===== src/ucs_pkg.sv =====
// UDP checksum engine package: item, queue entry and configuration types,
// register codes and the ones'-complement fold. Used by every other file in src.
`timescale 1ns / 1ps

package ucs_pkg;

    localparam int ADDR_W = 6;
    localparam int DATA_W = 64;

    localparam logic [2:0] CSUM_WORD_POS = 3'd3;
    localparam logic [2:0] POS_MAX       = 3'd7;
    localparam logic [7:0] PROTO_RESET   = 8'd17;

    typedef enum logic [2:0] {
        REG_IP_VERSION = 3'd0,
        REG_PROTOCOL   = 3'd1,
        REG_ENABLE     = 3'd2,
        REG_SRC_HI     = 3'd3,
        REG_SRC_LO     = 3'd4,
        REG_DST_HI     = 3'd5,
        REG_DST_LO     = 3'd6
    } ucs_reg_t;

    typedef struct packed {
        logic        action;
        logic [15:0] data_word;
        logic [1:0]  bytes_valid;
        logic        last_word;
    } ucs_in_t;

    typedef struct packed {
        logic [15:0] checksum_value;
        logic        checksum_good;
        logic        check_skipped;
        logic [15:0] segment_length;
        logic        length_overflow;
        logic        last;
    } ucs_out_t;

    typedef struct packed {
        logic        mode;
        logic        field_zero;
        logic [15:0] sum;
        logic [15:0] length;
        logic        overflow;
    } ucs_entry_t;

    typedef struct packed {
        logic        ip_version;
        logic [7:0]  protocol_number;
        logic        checksum_enable;
        logic [15:0] src_hi_sum;
        logic [15:0] src_lo_sum;
        logic [15:0] dst_hi_sum;
        logic [15:0] dst_lo_sum;
        logic [15:0] src_v4_sum;
        logic [15:0] dst_v4_sum;
    } ucs_cfg_t;

    function automatic logic [15:0] oc_fold(input logic [18:0] s);
        logic [16:0] t;
        t = 17'(s[15:0]) + 17'(s[18:16]);
        return t[15:0] + 16'(t[16]);
    endfunction

    function automatic logic [15:0] oc_sum4(input logic [63:0] v);
        return oc_fold(19'(v[63:48]) + 19'(v[47:32]) + 19'(v[31:16]) + 19'(v[15:0]));
    endfunction

    function automatic logic [15:0] oc_sum2(input logic [31:0] v);
        return oc_fold(19'(v[31:16]) + 19'(v[15:0]));
    endfunction

endpackage


===== src/ucs_cfg_regs.sv =====
// Configuration registers on an APB-style port, with per-register word sums
// of the addresses kept for the pseudo-header. Depends on ucs_pkg.
`timescale 1ns / 1ps

module ucs_cfg_regs
    import ucs_pkg::*;
(
    input  logic              aclk,
    input  logic              aresetn,
    input  logic              psel,
    input  logic              penable,
    input  logic              pwrite,
    input  logic [ADDR_W-1:0] paddr,
    input  logic [DATA_W-1:0] pwdata,
    output logic [DATA_W-1:0] prdata,
    output logic              pready,
    output ucs_cfg_t          cfg
);

    logic        ip_version_reg;
    logic [7:0]  protocol_reg;
    logic        enable_reg;
    logic [63:0] src_hi_reg, src_lo_reg, dst_hi_reg, dst_lo_reg;
    logic [15:0] src_hi_sum_reg, src_lo_sum_reg, dst_hi_sum_reg, dst_lo_sum_reg;
    logic [15:0] src_v4_sum_reg, dst_v4_sum_reg;
    logic        wr_en;
    ucs_reg_t    index;

    assign pready = 1'b1;
    assign wr_en  = psel && penable && pwrite;
    assign index  = ucs_reg_t'(paddr[ADDR_W-1:3]);

    always_ff @(posedge aclk) begin
        if (!aresetn) begin
            ip_version_reg <= 1'b0;
            protocol_reg   <= PROTO_RESET;
            enable_reg     <= 1'b0;
            src_hi_reg     <= '0;
            src_lo_reg     <= '0;
            dst_hi_reg     <= '0;
            dst_lo_reg     <= '0;
            src_hi_sum_reg <= '0;
            src_lo_sum_reg <= '0;
            dst_hi_sum_reg <= '0;
            dst_lo_sum_reg <= '0;
            src_v4_sum_reg <= '0;
            dst_v4_sum_reg <= '0;
        end else if (wr_en) begin
            unique case (index)
                REG_IP_VERSION: ip_version_reg <= pwdata[0];
                REG_PROTOCOL:   protocol_reg   <= pwdata[7:0];
                REG_ENABLE:     enable_reg     <= pwdata[0];
                REG_SRC_HI: begin
                    src_hi_reg     <= pwdata;
                    src_hi_sum_reg <= oc_sum4(pwdata);
                end
                REG_SRC_LO: begin
                    src_lo_reg     <= pwdata;
                    src_lo_sum_reg <= oc_sum4(pwdata);
                    src_v4_sum_reg <= oc_sum2(pwdata[31:0]);
                end
                REG_DST_HI: begin
                    dst_hi_reg     <= pwdata;
                    dst_hi_sum_reg <= oc_sum4(pwdata);
                end
                REG_DST_LO: begin
                    dst_lo_reg     <= pwdata;
                    dst_lo_sum_reg <= oc_sum4(pwdata);
                    dst_v4_sum_reg <= oc_sum2(pwdata[31:0]);
                end
                default: ;
            endcase
        end
    end

    always_comb begin
        unique case (index)
            REG_IP_VERSION: prdata = 64'(ip_version_reg);
            REG_PROTOCOL:   prdata = 64'(protocol_reg);
            REG_ENABLE:     prdata = 64'(enable_reg);
            REG_SRC_HI:     prdata = src_hi_reg;
            REG_SRC_LO:     prdata = src_lo_reg;
            REG_DST_HI:     prdata = dst_hi_reg;
            REG_DST_LO:     prdata = dst_lo_reg;
            default:        prdata = '0;
        endcase
    end

    always_comb begin
        cfg.ip_version      = ip_version_reg;
        cfg.protocol_number = protocol_reg;
        cfg.checksum_enable = enable_reg;
        cfg.src_hi_sum      = src_hi_sum_reg;
        cfg.src_lo_sum      = src_lo_sum_reg;
        cfg.dst_hi_sum      = dst_hi_sum_reg;
        cfg.dst_lo_sum      = dst_lo_sum_reg;
        cfg.src_v4_sum      = src_v4_sum_reg;
        cfg.dst_v4_sum      = dst_v4_sum_reg;
    end

endmodule


===== src/ucs_front.sv =====
// Front end: accepts segment words, masks and classifies them, keeps the
// running sum and byte count, and queues one entry per segment. Depends on ucs_pkg.
`timescale 1ns / 1ps

module ucs_front
    import ucs_pkg::*;
(
    input  logic       aclk,
    input  logic       aresetn,
    input  logic       s_valid,
    output logic       s_ready,
    input  ucs_in_t    s_item,
    input  logic       q_full,
    output logic       q_push,
    output ucs_entry_t q_entry
);

    logic [15:0] sum_reg, sum_next;
    logic [15:0] count_reg, count_next;
    logic [2:0]  pos_reg, pos_next;
    logic        mode_reg, mode_next;
    logic        fz_reg, fz_next;
    logic        ovf_reg, ovf_next;
    logic [1:0]  nbytes;
    logic [15:0] word;
    logic [16:0] total;
    logic        fire;

    assign s_ready = !q_full;
    assign fire    = s_valid && s_ready;
    assign q_push  = fire && s_item.last_word;

    always_comb begin
        nbytes = (s_item.bytes_valid == 2'd3) ? 2'd2 : s_item.bytes_valid;
        case (nbytes)
            2'd0:    word = 16'h0000;
            2'd1:    word = {s_item.data_word[15:8], 8'h00};
            default: word = s_item.data_word;
        endcase
        mode_next = (pos_reg == 3'd0) ? s_item.action : mode_reg;
        fz_next   = fz_reg;
        if (pos_reg == CSUM_WORD_POS) begin
            fz_next = (word == 16'h0000);
            if (!mode_next) begin
                word = 16'h0000;
            end
        end
        sum_next = oc_fold(19'(sum_reg) + 19'(word));
        total    = 17'(count_reg) + 17'(nbytes);
        if (total[16]) begin
            count_next = 16'hffff;
            ovf_next   = 1'b1;
        end else begin
            count_next = total[15:0];
            ovf_next   = ovf_reg;
        end
        pos_next = (pos_reg == POS_MAX) ? POS_MAX : pos_reg + 3'd1;

        q_entry.mode       = mode_next;
        q_entry.field_zero = fz_next;
        q_entry.sum        = sum_next;
        q_entry.length     = count_next;
        q_entry.overflow   = ovf_next;
    end

    always_ff @(posedge aclk) begin
        if (!aresetn) begin
            sum_reg   <= '0;
            count_reg <= '0;
            pos_reg   <= '0;
            mode_reg  <= 1'b0;
            fz_reg    <= 1'b0;
            ovf_reg   <= 1'b0;
        end else if (fire) begin
            if (s_item.last_word) begin
                sum_reg   <= '0;
                count_reg <= '0;
                pos_reg   <= '0;
                mode_reg  <= 1'b0;
                fz_reg    <= 1'b0;
                ovf_reg   <= 1'b0;
            end else begin
                sum_reg   <= sum_next;
                count_reg <= count_next;
                pos_reg   <= pos_next;
                mode_reg  <= mode_next;
                fz_reg    <= fz_next;
                ovf_reg   <= ovf_next;
            end
        end
    end

    a_clear_after_last: assert property (@(posedge aclk) disable iff (!aresetn)
        q_push |=> (pos_reg == 3'd0) && (count_reg == 16'h0000) && !ovf_reg)
        else $error("segment state not cleared after last word");

endmodule


===== src/ucs_queue.sv =====
// Short queue of per-segment entries between front and back ends.
// Depends on ucs_pkg.
`timescale 1ns / 1ps

module ucs_queue
    import ucs_pkg::*;
#(
    parameter int DEPTH = 4
) (
    input  logic       aclk,
    input  logic       aresetn,
    input  logic       push,
    input  ucs_entry_t push_entry,
    output logic       full,
    input  logic       pop,
    output logic       not_empty,
    output ucs_entry_t head
);

    localparam int AW = (DEPTH > 1) ? $clog2(DEPTH) : 1;
    localparam int CW = $clog2(DEPTH + 1);

    ucs_entry_t    mem_reg [DEPTH];
    logic [AW-1:0] wr_ptr_reg, wr_ptr_next;
    logic [AW-1:0] rd_ptr_reg, rd_ptr_next;
    logic [CW-1:0] count_reg, count_next;

    assign full      = (count_reg == CW'(DEPTH));
    assign not_empty = (count_reg != '0);
    assign head      = mem_reg[rd_ptr_reg];

    always_comb begin
        wr_ptr_next = wr_ptr_reg;
        rd_ptr_next = rd_ptr_reg;
        count_next  = count_reg;
        if (push) begin
            wr_ptr_next = (wr_ptr_reg == AW'(DEPTH - 1)) ? '0 : wr_ptr_reg + AW'(1);
        end
        if (pop) begin
            rd_ptr_next = (rd_ptr_reg == AW'(DEPTH - 1)) ? '0 : rd_ptr_reg + AW'(1);
        end
        if (push && !pop) begin
            count_next = count_reg + CW'(1);
        end else if (pop && !push) begin
            count_next = count_reg - CW'(1);
        end
    end

    always_ff @(posedge aclk) begin
        if (!aresetn) begin
            wr_ptr_reg <= '0;
            rd_ptr_reg <= '0;
            count_reg  <= '0;
        end else begin
            wr_ptr_reg <= wr_ptr_next;
            rd_ptr_reg <= rd_ptr_next;
            count_reg  <= count_next;
        end
    end

    always_ff @(posedge aclk) begin
        if (push) begin
            mem_reg[wr_ptr_reg] <= push_entry;
        end
    end

    a_no_overrun: assert property (@(posedge aclk) disable iff (!aresetn)
        push |-> !full || pop)
        else $error("queue written while full");

    a_no_underrun: assert property (@(posedge aclk) disable iff (!aresetn)
        pop |-> not_empty)
        else $error("queue read while empty");

endmodule


===== src/ucs_back.sv =====
// Back end: folds the pseudo-header into a queued segment sum, forms the
// result and holds it in the output register. Depends on ucs_pkg.
`timescale 1ns / 1ps

module ucs_back
    import ucs_pkg::*;
(
    input  logic       aclk,
    input  logic       aresetn,
    input  ucs_cfg_t   cfg,
    input  logic       q_not_empty,
    input  ucs_entry_t q_head,
    output logic       q_pop,
    output logic       m_valid,
    input  logic       m_ready,
    output ucs_out_t   m_item
);

    logic        m_valid_reg, m_valid_next;
    ucs_out_t    m_item_reg, m_item_next;
    logic [18:0] total;
    logic [15:0] full_sum;
    logic [15:0] inv_sum;

    assign q_pop   = q_not_empty && (!m_valid_reg || m_ready);
    assign m_valid = m_valid_reg;
    assign m_item  = m_item_reg;

    always_comb begin
        if (cfg.ip_version) begin
            total = 19'(q_head.sum) + 19'(q_head.length) + 19'(cfg.protocol_number)
                  + 19'(cfg.src_hi_sum) + 19'(cfg.src_lo_sum)
                  + 19'(cfg.dst_hi_sum) + 19'(cfg.dst_lo_sum);
        end else begin
            total = 19'(q_head.sum) + 19'(q_head.length) + 19'(cfg.protocol_number)
                  + 19'(cfg.src_v4_sum) + 19'(cfg.dst_v4_sum);
        end
        full_sum = oc_fold(total);
        inv_sum  = ~full_sum;

        m_item_next.checksum_value  = 16'h0000;
        m_item_next.checksum_good   = 1'b0;
        m_item_next.check_skipped   = 1'b0;
        m_item_next.segment_length  = q_head.length;
        m_item_next.length_overflow = q_head.overflow;
        m_item_next.last            = 1'b1;
        if (!cfg.checksum_enable) begin
            m_item_next.check_skipped = 1'b1;
            m_item_next.checksum_good = q_head.mode;
        end else if (!q_head.mode) begin
            m_item_next.checksum_value = (inv_sum == 16'h0000) ? 16'hffff : inv_sum;
        end else if (q_head.field_zero) begin
            m_item_next.check_skipped = 1'b1;
            m_item_next.checksum_good = 1'b1;
        end else begin
            m_item_next.checksum_good = (inv_sum == 16'h0000);
        end

        m_valid_next = m_valid_reg;
        if (q_pop) begin
            m_valid_next = 1'b1;
        end else if (m_ready) begin
            m_valid_next = 1'b0;
        end
    end

    always_ff @(posedge aclk) begin
        if (!aresetn) begin
            m_valid_reg <= 1'b0;
        end else begin
            m_valid_reg <= m_valid_next;
        end
    end

    always_ff @(posedge aclk) begin
        if (q_pop) begin
            m_item_reg <= m_item_next;
        end
    end

    a_pop_loads_output: assert property (@(posedge aclk) disable iff (!aresetn)
        q_pop |=> m_valid_reg && m_item_reg.last)
        else $error("popped entry did not reach the output register");

endmodule


===== src/udp_checksum_engine.sv =====
// UDP checksum engine top level: one 16-bit segment word per cycle, one
// result per segment on m_valid, passed from the queue through the output register.
// Sustains one word per cycle while s_ready is high; the queue depth sets how
// many finished segments may wait on a stalled result channel before s_ready drops.
// Synchronous active-low reset clears segment state, queue and output valid,
// and loads register defaults (IPv4, protocol 17, checksum disabled).
`timescale 1ns / 1ps

module udp_checksum_engine
    import ucs_pkg::*;
#(
    parameter int QUEUE_DEPTH = 4
) (
    input  logic              aclk,
    input  logic              aresetn,
    input  logic              s_valid,
    output logic              s_ready,
    input  ucs_in_t           s_item,
    output logic              m_valid,
    input  logic              m_ready,
    output ucs_out_t          m_item,
    input  logic              psel,
    input  logic              penable,
    input  logic              pwrite,
    input  logic [ADDR_W-1:0] paddr,
    input  logic [DATA_W-1:0] pwdata,
    output logic [DATA_W-1:0] prdata,
    output logic              pready
);

    ucs_cfg_t   cfg;
    ucs_entry_t push_entry;
    ucs_entry_t head;
    logic       push;
    logic       pop;
    logic       full;
    logic       not_empty;

    ucs_cfg_regs u_cfg (
        .aclk    (aclk),
        .aresetn (aresetn),
        .psel    (psel),
        .penable (penable),
        .pwrite  (pwrite),
        .paddr   (paddr),
        .pwdata  (pwdata),
        .prdata  (prdata),
        .pready  (pready),
        .cfg     (cfg)
    );

    ucs_front u_front (
        .aclk    (aclk),
        .aresetn (aresetn),
        .s_valid (s_valid),
        .s_ready (s_ready),
        .s_item  (s_item),
        .q_full  (full),
        .q_push  (push),
        .q_entry (push_entry)
    );

    ucs_queue #(
        .DEPTH (QUEUE_DEPTH)
    ) u_queue (
        .aclk       (aclk),
        .aresetn    (aresetn),
        .push       (push),
        .push_entry (push_entry),
        .full       (full),
        .pop        (pop),
        .not_empty  (not_empty),
        .head       (head)
    );

    ucs_back u_back (
        .aclk        (aclk),
        .aresetn     (aresetn),
        .cfg         (cfg),
        .q_not_empty (not_empty),
        .q_head      (head),
        .q_pop       (pop),
        .m_valid     (m_valid),
        .m_ready     (m_ready),
        .m_item      (m_item)
    );

endmodule


===== config.mk =====
export PLATFORM = sky130hd
export DESIGN_NAME = udp_checksum_engine
export DESIGN_NICKNAME = d
export VERILOG_FILES = /design/src/ucs_pkg.sv /design/src/ucs_cfg_regs.sv /design/src/ucs_front.sv /design/src/ucs_queue.sv /design/src/ucs_back.sv /design/src/udp_checksum_engine.sv
export SDC_FILE = /design/constraint.sdc
export NUM_CORES = 2
export LEC_CHECK = 0
export BUFFER_PORTS_ARGS = -buffer_cell sky130_fd_sc_hd__buf_2
export CORE_MARGIN = 10
export CORE_UTILIZATION = 55
export CTS_BUF_LIST = sky130_fd_sc_hd__clkbuf_4 sky130_fd_sc_hd__clkbuf_8 sky130_fd_sc_hd__clkbuf_16
export DETAILED_ROUTE_END_ITERATION = 10
export PLACE_DENSITY = 0.76
export SYNTH_ARGS = -nofsm -noshare
export SYNTH_HDL_FRONTEND = slang
export SYNTH_HIERARCHICAL = 1
export SYNTH_SLANG_ARGS = --single-unit

===== constraint.sdc =====
create_clock -name aclk -period 9.7 [get_ports aclk]
set_input_delay 1.94 -clock aclk [delete_from_list [all_inputs] [get_ports aclk]]
set_output_delay 1.94 -clock aclk [all_outputs]
set_load 0.005 [all_outputs]

==> results by group <==
Status
  – Status: completed

Placed design
  – PortBufs: 194
  – Routability cong.: 0.899
  – Pre-CTS setup slack: -127 ps
  – HPWL Detailed: 61,900 microns
  – Placed instance area: 35,300 sq um

Run
  – Max Cap Viol: 0

Clocking
  – CTS tree: done
  – Clock sinks: around 600
  – Clock transition at the registers of the reported paths: approximately 70 ps
  – Root buffer cell: clkbuf_16
  – Total CTS buffers: 59
  – Clock Tree Buf Depth: 3
  – Htree depth: 2
  – Worst-Skew Late Latency: about 640 ps

Synth
  – Post-synth EDFFs: approximately 180
  – FFs w/ async S/R, synth: 0
  – Syn nets: about 4,000
  – Post-synth cell types: roughly 120
  – Synth Register Bits: roughly 600
  – Post-synthesis sequential area ratio: 0.404
  – Mapped cell area: between 30,000 and 40,000 sq um
  – Post-Syn Area per Cell: approximately 9.1 sq um
  – Top FF cell, synth: dfxtp_1
  – Top post-synthesis cells by area: dfxtp_1 (25%), edfxtp_1 (16%), nand2_1 (8.5%), fa_1 (6.5%), a21oi_1 (6.3%)
  – Synth Instances: ~3,700
  – Count of warnings emitted by yosys: 6
  – Synth top area share: 0.246
  – Yosys top cell by area: dfxtp_1

Timing
  – Relative slew slack: 0.154
  – Clock Skews: between 30 and 40 ps
  – Hold Violations, Final: 0
  – Final setup violation count: 0
  – Final WS setup: ~380 ps
  – Worst slew pin tran: roughly 1300 ps
  – Fmax: 107 MHz
  – Final min period: 9320 ps
  – Period utilization: 0.961
  – Worst Hold Slack: 453 ps
  – Final Max Slew Viols: 0
  – Setup TNS after final layout: 0 ps

Pwr
  – Tot Pwr: ~13 mW
  – Power Dens Cells: 338 nW/um^2
  – VDD IR max: roughly 0.00027 V
  – Leakage: about 15 nW

Die
  – Die Wd: 266 microns
  – Starting Density: 0.553
  – Vert. Die Dim: roughly 270 microns
  – Total Die Area: between 70,000 and 80,000 sq um
  – I/O Pins: 200
  – Core area: roughly 60,000 sq um
  – Placement Rows: 90

Detailed routing
  – Detailed Route Iter0 Violations: around 2,600
  – Final antenna-violating net count: 0
  – Routed vias: 27,500
  – Post-Route WL: approximately 92,000 microns
  – DR DRC count: 0
  – Avg WL per Cell: about 20 microns
  – Vias per cell: just under 6
  – Detailed-router iteration count before antenna repair: 5

Finish
  – NumNets Final: 4,176
  – Number of flip-flops in the largest register: 140
  – Layout area overhead: 13.3%
  – Most frequent cells in the layout: nand2_1 (747), dfxtp_1 (408), a21oi_1 (403)
  – Design Area, Final: ~38,000 sq um
  – Layout cell share with drive strength beyond 1: 0.153
  – Most common cell after layout, fill and taps aside: nand2_1

Critical path
  – Max FO, Critical Path: 7
  – R2r setup slk: ~380 ps
  – Startpoint types: flip-flop
  – Reg2Reg Depth: between 40 and 50
  – Crit path max-delay cell type: mux4_2
  – Worst EP required: between 10,000 and 15,000 ps
  – Critical setup path kind: reg2reg
  – Worst path most repeated cell: a21oi_2
  – CP endpoint kind: flip-flop
  – CP arrival: slightly below 10,000 ps
  – RR Endpoint: u_back/m_item[29]
  – Crit-path max cell delay: 480 ps
  – Worst Setup EP: u_back/m_item[29]

Global route
  – Vias in the first global route: roughly 26,000
  – Initial antenna violation count: 11
  – Largest net degree at the start of global routing: around 180
  – GRT overflow: 0
  – Global-route wire length before repair: 143,000 microns
  – Total Routing Usage GR: 0.250

Min path
  – Min-Delay Path Class: reg2reg
stage by stage:
stage                util  instances
finish              0.627       4675
global route        0.627       4674
CTS                 0.621       4654
detailed placement  0.585       4539
global placement    0.585       4539
floorplan               -       3667
Yosys cell counts, drive strengths merged (22+ instances only):
library cell    n
a211oi         42
a21o           44
a21oi         421
a22oi         140
and2           44
and3           23
buf            34
clkbuf        174
dfxtp         410
edfxtp        175
fa            109
ha            139
inv           200
mux2i          25
mux4           35
nand2         755
nand2b         27
nand3          47
nor2          176
nor2b          58
nor3           45
nor4           22
o21a           27
o21ai          87
xnor2          98
xor2           56
power by group:
part	internal [mW]	leakage [nW]	switching (mW)	total, mW
sequential	2.69	4.95	0.0550	2.75
combinational	3.19	8.93	4.41	7.59
clock	1.41	1.04	1.02	2.42
logic make-up (layout without fill, tap and decap cells):
kind of cell | Yosys count | after routing | share of synthesized area
compound gates | 919 | 919 | 0.179
other cells | 2 | 13 | 0.000225
simple gates | 1280 | 1280 | 0.173
mux | 66 | 66 | 0.0342
buf+inv | 409 | 624 | 0.0493
fa+ha+maj | 251 | 251 | 0.119
flops | 585 | 585 | 0.404
xor+xnor | 155 | 155 | 0.0420
per-layer routing:
layer  global-route usage  routed length (microns)  vias to the layer above
met5                    0                       13                        -
met4               0.0934                     3060                        2
met3               0.0391                     6350                      187
met2                0.417                    44900                      967
met1                0.323                    37700                    13200
li1                     -                        -                    13100
critical path, delay by kind of cell, from the launching register on:
kind / cells / cell delay, ps
compound gates: 16 / 2520
xor+xnor: 3 / 380
fa+ha+maj: 8 / 2450
buf+inv: 8 / 1040
flops: 1 / 400
mux: 1 / 480
simple gates: 10 / 1870
how the worst min path moves through the flow:
stage / startpoint / end / slack, ps / cells past startpoint
6_report: u_cfg/src_lo_reg[62] / u_cfg/src_lo_reg[62] / 450 / 2
5_1_grt: u_cfg/src_lo_reg[50] / u_cfg/src_lo_reg[50] / 470 / 2
4_1_cts: u_cfg/src_lo_reg[44] / u_cfg/src_lo_reg[44] / 450 / 2
3_5_place_dp: u_cfg/dst_lo_reg[29] / u_cfg/dst_lo_reg[29] / 450 / 2
3_3_place_gp: u_front/ovf_reg / u_front/ovf_reg / 440 / 2
2_1_floorplan: u_front/ovf_reg / u_front/ovf_reg / 430 / 2
area by class of cell:
class | instances | area [sq um]
antenna | 11 | 27.5
clock buffer | 80 | 1710
clock inverter | 32 | 374
fill | 4930 | 22500
inverter | 201 | 762
multi-input combinational | 2673 | 18600
sequential | 585 | 13500
tap | 782 | 978
timing repair buffer | 311 | 1890
what timing repair did:
action,4_1_cts,5_1_grt
gates resized for setup,7,57
pin swaps,1,20
hold buffers,0,0
buffers inserted,3,10
endpoints found under the setup margin,17,17
Power figures use the tool's default switching activity.
